$ cat src/hdl/wmps_ram.sv
// ----------------------------------------------------------------------------
// wmps_ram
// Generic simple dual-port RAM: one write port, one read port with
// registered read data.
// ----------------------------------------------------------------------------
module wmps_ram #(
    parameter int WIDTH = 8,
    parameter int DEPTH = 64
) (
    input  logic                     clk,
    input  logic                     we,
    input  logic [$clog2(DEPTH)-1:0] waddr,
    input  logic [WIDTH-1:0]         wdata,
    input  logic [$clog2(DEPTH)-1:0] raddr,
    output logic [WIDTH-1:0]         rdata
);

    logic [WIDTH-1:0] mem [DEPTH];

    always_ff @(posedge clk)
    begin
        if (we)
        begin
            mem[waddr] <= wdata;
        end
        rdata <= mem[raddr];
    end

endmodule

$ cat config.mk
export PLATFORM = sky130hd
export DESIGN_NAME = wmps_ram
export DESIGN_NICKNAME = d
export VERILOG_FILES = /design/src/hdl/wmps_ram.sv
export SDC_FILE = /design/constraint.sdc
export NUM_CORES = 1
export LEC_CHECK = 0
export BUFFER_PORTS_ARGS = -buffer_cell sky130_fd_sc_hd__buf_2
export CAP_MARGIN = 40
export CORE_MARGIN = 3
export CORE_UTILIZATION = 48
export DETAILED_ROUTE_END_ITERATION = 10
export MAX_ROUTING_LAYER = met4
export PLACE_DENSITY = 0.67
export SETUP_SLACK_MARGIN = 0.2
export SLEW_MARGIN = 20
export SYNTH_ARGS = -nofsm -noshare
export SYNTH_HDL_FRONTEND = slang
export SYNTH_SLANG_ARGS = --single-unit
$ cat constraint.sdc
create_clock -name clk -period 3 [get_ports clk]
set_input_delay 0.6 -clock clk [delete_from_list [all_inputs] [get_ports clk]]
set_output_delay 0.6 -clock clk [all_outputs]
set_load 0.01 [all_outputs]
==> results of run 1 <==
-- layout by cell type (no fill, tap or decap), types with 8 or more instances in the layout --
cell / instances
mux2i_1: 23
o22ai_1: 8
mux4_2: 126
dfxtp_1: 8
mux2_2: 13
buf_4: 105
o221ai_1: 8
clkbuf_1: 13
nor2b_1: 14
clkbuf_16: 53
buf_2: 26
buf_12: 10
nand2_1: 19
edfxtp_1: 512
nand3_1: 13
nor2_1: 83
clkinv_2: 10
clkinv_1: 10
-- per-stage QoR --
| step | instances | setup slack, ns |
|---|---|---|
| after CTS | 1658 | 0.5111 |
| after global routing | 1662 | 0.5241 |
| final | 1662 | 0.5223 |
| after detailed placement | 1564 | -0.1156 |
| after floorplan | 940 | 0.7323 |
| after global placement | 1562 | -0.07924 |
-- final cells by class --
| cell class | instances | area, µm² |
|---|---|---|
| tap | 532 | 665.6 |
| fill | 2969 | 17870 |
| clock buffer | 69 | 1416 |
| clock inverter | 25 | 192.7 |
| antenna | 2 | 5.005 |
| multi-input combinational | 369 | 4315 |
| sequential | 520 | 15530 |
| timing repair buffer | 145 | 1200 |
-- layer usage --
layer / global-route usage (%) / up-vias / part of all wire (%)
li1: - / 4237 / -
met1: 30.33 / 5186 / 42
met2: 31.85 / 409 / 48
met3: 4.233 / 69 / 7.5
met4: 6.051 / 0 / 2.3
met5: - / - / 0
-- critical path: stages --
cell and delay (ns):
clkbuf_8 0.37, mux4_2 0.56, mux2_2 0.28, o221a_2 0.30, nor3_1 0.59, o32ai_1 0.19
-- kinds of logic after synthesis --
family,synth area share (%)
flops,77.03
buf+inv,1.570
simple gates,3.387
mux,15.94
compound gates,2.072
-- flip-flops by register name, summed over array words and instances, names as in the netlist --
register,count
mem,512
rdata,8
-- power by group --
group / internal [µW] / total (µW) / switching, µW
Sequential: 8040 / 8060 / 25.1
Combinational: 326 / 786 / 460
Clock: 3550 / 6130 / 2580
Total: 11900 / 15000 / 3070
-- worst min-delay path by stage --
stage,startpoint,end,slack (ns)
3_5_place_dp,mem[30][4]$_DFFE_PP_,rdata[4]$_DFF_P_,0.81
5_1_grt,wdata[5],mem[39][5]$_DFFE_PP_,0.37
2_1_floorplan,wdata[0],mem[0][0]$_DFFE_PP_,0.70
4_1_cts,wdata[2],mem[21][2]$_DFFE_PP_,0.38
6_report,wdata[5],mem[36][5]$_DFFE_PP_,0.40
3_3_place_gp,mem[30][4]$_DFFE_PP_,rdata[4]$_DFF_P_,0.78
==> run_results.csv, run 1 <==
group,metric,value,unit
logic_synthesis,synth_cell_types,40,
drt,firstDrtPassIters,5,
logic_synthesis,synth_top_area_cell,"edfxtp_1",
worst_setup_path,cp_data_required_time,3.43,ns
logic_synthesis,syn_inst,940,
global_routing,grtUsageTotal,21.25,%
clock_tree,clk_path_buf_depth,3,
sta,period_needed,2.478,ns
clock_tree,cts_resized,0,
cells_and_area,utilization,56.62,%
drt,wl_per_cell,26.72,µm
drt,ant_nets,0,
sta,tns,0,ns
sta,fmax,0.4036,GHz
power,power.total,14990,µW
worst_hold_path,hp-class,"input port to flop",
placed_design,port_buffers,29,
clock_tree,clkSlewWorstSetupHoldPaths,0.06,ns
placed_design,dpl.hpwl,28730,µm
worst_setup_path,r2r-end,"rdata[6]$_DFF_P_",
floorplan,core_area,0.04120,mm²
placed_design,place_area,0.02168,mm²
logic_synthesis,ys_seq_elements,520,
logic_synthesis,synthesis.area,0.02017,mm²
clock_tree,cts_made_buffers,51,
clock_tree,worstSkewPairLatency,0.57,ns
global_routing,grt_antenna_before_repair,2,
global_routing,grt_pass1_wl,67280,µm
worst_setup_path,path_max_fanout,29,
drt,drt-initial-drc-count,1129,
cells_and_area,drive_gt1_share,31.56,%
power,pwr_density_cell,642.3,mW/mm²
floorplan,fp.dieH,211.0,µm
worst_setup_path,cp.arrival,2.91,ns
sta,hold_ws,0.3971,ns
power,power.ir.vdd_worst,0.4291,mV
floorplan,dieArea,0.04451,mm²
global_routing,gr-total-overflow,0,
worst_setup_path,crit_type,"input port to flop",
logic_synthesis,syn_area_per_cell,21.45,µm²
run_status,status,"finished clean",
sta,setup_viol,0,
global_routing,grt_max_degree,50,
floorplan,rows,74,
logic_synthesis,synthFlopType,"edfxtp_1",
sta,finClkSkew,0.009198,ns
sta,worst_pin_slew,0.7952,ns
worst_setup_path,end_kind,"flop",
global_routing,grt_pass1_vias,10150,
sta,rsz0062_at_grt,"false",
logic_synthesis,async_flop_share,0,%
logic_synthesis,yosys.area.top_type_share,76.24,%
worst_setup_path,r2r-start,"mem[29][6]$_DFFE_PP_",
logic_synthesis,synthTopCellsByArea,"edfxtp_1, mux4_2, nor2_1",
drt,drt-vias-per-instance,5.957,
drt,wl,44400,µm
logic_synthesis,synth-edff-count,512,
cells_and_area,finish.instance_area,0.02333,mm²
logic_synthesis,synth_most_common_cell,"edfxtp_1",
sta,finalHoldViolCount,0,
cells_and_area,fin_nets,1109,
power,power_leakage,0.007536,µW
logic_synthesis,netlist_top_cells_count,"edfxtp_1, mux4_2, nor2_1",
floorplan,ioPinCount,30,
worst_setup_path,r2r_cells,5,
drt,num_vias,9901,
clock_tree,hold_buffers,0,
worst_hold_path,holdPathStages,1,
worst_setup_path,rrSetupSlack,0.66,ns
drt,drcViolationCount,0,
logic_synthesis,synth_fp_nets,962,
floorplan,start_util,48.95,%
clock_tree,cts_tree,"yes",
sta,maxSlewHeadroom,46.99,%
sta,drv_slew,0,
worst_setup_path,setup.worst_path.start,"raddr[0]",
clock_tree,root_buffer,"clkbuf_16",
worst_setup_path,startpoint_type,"input port",
placed_design,gp_congestion,0.8218,
sta,fin_crit_sh,82.59,%
logic_synthesis,synth_warnings,0,
floorplan,die_width,211.0,µm
logic_synthesis,synth_seq_area_share,77.03,%
clock_tree,post_cts_buffers,0,
flow_run,maxCapViolations,0,
worst_setup_path,cp-endpoint,"rdata[6]$_DFF_P_",
clock_tree,cts.sinks,520,
cells_and_area,area_growth,15.68,%
clock_tree,cts-htree-levels,2,
(Power assumes the default switching activity.)
==> run 2: changes to the inputs <==
==> constraint.sdc (replaced) <==
create_clock -name clk -period 2.3 [get_ports clk]
set_input_delay 0.46 -clock clk [delete_from_list [all_inputs] [get_ports clk]]
set_output_delay 0.46 -clock clk [all_outputs]
set_load 0.01 [all_outputs]
==> run_results.csv, run 2 (synthesis results as in run 1) <==
group,metric,value,unit
clock_tree,cts_tree,"yes",
worst_setup_path,r2r_cells,4,
clock_tree,post_cts_buffers,0,
clock_tree,hold_buffers,0,
worst_setup_path,path_buf_inv,2,
clock_tree,worstSkewPairLatency,0.59,ns
worst_setup_path,cp_data_required_time,2.73,ns
flow_run,maxCapViolations,0,
cells_and_area,final_cell_mix,"edfxtp_1, buf_4, mux4_2, nor2_1, clkbuf_16",
global_routing,grt_max_degree,65,
power,pwr_density_cell,836.5,mW/mm²
worst_setup_path,max_stage_delay,0.50,ns
worst_setup_path,end_kind,"flop",
global_routing,gr-total-overflow,0,
cells_and_area,seqCellArea,0.01553,mm²
worst_setup_path,cp_top_family,"multiplexers",
worst_setup_path,cp.arrival,2.52,ns
placed_design,dpl.hpwl,29910,µm
power,power.ir.vdd_worst,0.5367,mV
floorplan,ioPinCount,30,
cells_and_area,area_growth,18.09,%
sta,setup_viol,0,
global_routing,grt_pass1_wl,68110,µm
placed_design,dpl_worst_slack,-0.5078,ns
global_routing,grt_antenna_before_repair,2,
clock_tree,cts_made_buffers,49,
cells_and_area,layout_commonest_cell,"edfxtp_1",
drt,wl_per_cell,26.60,µm
cells_and_area,drive_gt1_share,34.84,%
sta,finClkSkew,0.02415,ns
floorplan,core_area,0.04120,mm²
drt,ant_nets,0,
worst_setup_path,crit_path_top_delay_cell,"mux4_2",
sta,worst_pin_slew,0.7230,ns
cells_and_area,fillers,2875,
worst_setup_path,startpoint_type,"input port",
sta,rsz0062_at_grt,"false",
worst_hold_path,hp-class,"input port to flop",
clock_tree,root_buffer,"clkbuf_16",
cells_and_area,multi_input_area,0.004320,mm²
sta,fin_crit_sh,90.69,%
cells_and_area,reg_top3,"mem: 512 flops, rdata: 8 flops",
power,power_leakage,0.007801,µW
clock_tree,cts_resized,1,
drt,drcViolationCount,0,
sta,tns,0,ns
drt,num_vias,10080,
floorplan,dieArea,0.04451,mm²
worst_setup_path,path_cells,"clkbuf_8 > buf_4 > mux4_2 > mux4_2 > o21ai_0 > nand2_1",
placed_design,gp_congestion,0.8399,
sta,drv_slew,0,
global_routing,grtUsageTotal,21.63,%
worst_setup_path,cp.depth,6,
floorplan,start_util,48.95,%
cells_and_area,regMostFlops,"mem",
clock_tree,clkSlewWorstSetupHoldPaths,0.06,ns
cells_and_area,largest_reg_flops,512,
sta,layout_setup_ws,0.2142,ns
floorplan,rows,74,
clock_tree,cts-htree-levels,2,
sta,fmax,0.4794,GHz
sta,maxSlewHeadroom,51.80,%
worst_setup_path,crit_type,"input port to flop",
worst_hold_path,holdPathStages,3,
clock_tree,clk_path_buf_depth,3,
floorplan,fp.dieH,211.0,µm
worst_setup_path,crit_top_cell,"mux4_2",
sta,period_needed,2.086,ns
floorplan,die_width,211.0,µm
drt,wl,45350,µm
clock_tree,cts.sinks,520,
placed_design,port_buffers,29,
drt,drt-vias-per-instance,5.914,
sta,hold_ws,0.3432,ns
worst_setup_path,path_max_fanout,18,
drt,drt-initial-drc-count,1120,
sta,finalHoldViolCount,0,
run_status,status,"finished clean",
global_routing,grt_pass1_vias,10240,
cells_and_area,fin_nets,1153,
drt,firstDrtPassIters,6,
run 2: cell types whose count changed in the layout (fill, tap and decap cells not counted), sizes merged:
cell / change
buf: +47
bufinv: +4
clkbuf: -8
clkinv: -1
clkinvlp: +1
dlymetal6s2s: -1
inv: +1
run 2: where the power goes:
part	switching, µW	internal (µW)	total (µW)	leakage, µW
Combinational	631	475	1110	0.00231
Sequential	39.2	10500	10500	0.00467
Clock	3390	4900	8290	0.000812
Total	4060	15900	19900	0.00780
run 2: layout make-up:
type                    count  area share [%]
multi-input cells         369           18.14
repair buffers            191           6.825
clock buffers              61           5.601
flip-flops and latches    520           65.23
well taps                 532           2.795
clock inverters            30           1.387
diodes                      2         0.02102
run 2: metal layers:
metal  track usage [%]  routed length (µm)  up-vias
met5                 -                   0        -
met2             33.26               22040      377
met4             6.305                1187        0
met3             3.178                2955       78
met1             30.82               19170     5316
li1                  -                   -     4313
run 2: path summary, 6_finish.rpt:
| kind | end | start | slack [ns] |
|---|---|---|---|
| setup / recovery | rdata[7]$_DFF_P_ | raddr[0] | 0.21 |
| hold / removal | rdata[6]$_DFF_P_ | raddr[5] | 0.34 |
| setup reg to reg | rdata[7]$_DFF_P_ | mem[52][7]$_DFFE_PP_ | 0.25 |
| hold reg to reg | rdata[6]$_DFF_P_ | mem[27][6]$_DFFE_PP_ | 0.84 |
run 2: tightest hold or removal path: cells and delay by family:
| family | cells | cell delay [ns] |
|---|---|---|
| compound gates | 1 | 0.06 |
| buf+inv | 1 | 0.23 |
| simple gates | 1 | 0.12 |
run 2: stage by stage:
step,util [%],instance area (µm²),total power (µW),std cells
6_report,57.80,23820,19920,1705
5_1_grt,57.80,23820,20490,1705
4_1_cts,57.79,23810,20070,1703
3_5_place_dp,53.74,22140,11840,1612
3_3_place_gp,53.74,22140,11820,1612
2_1_floorplan,-,20170,11270,940
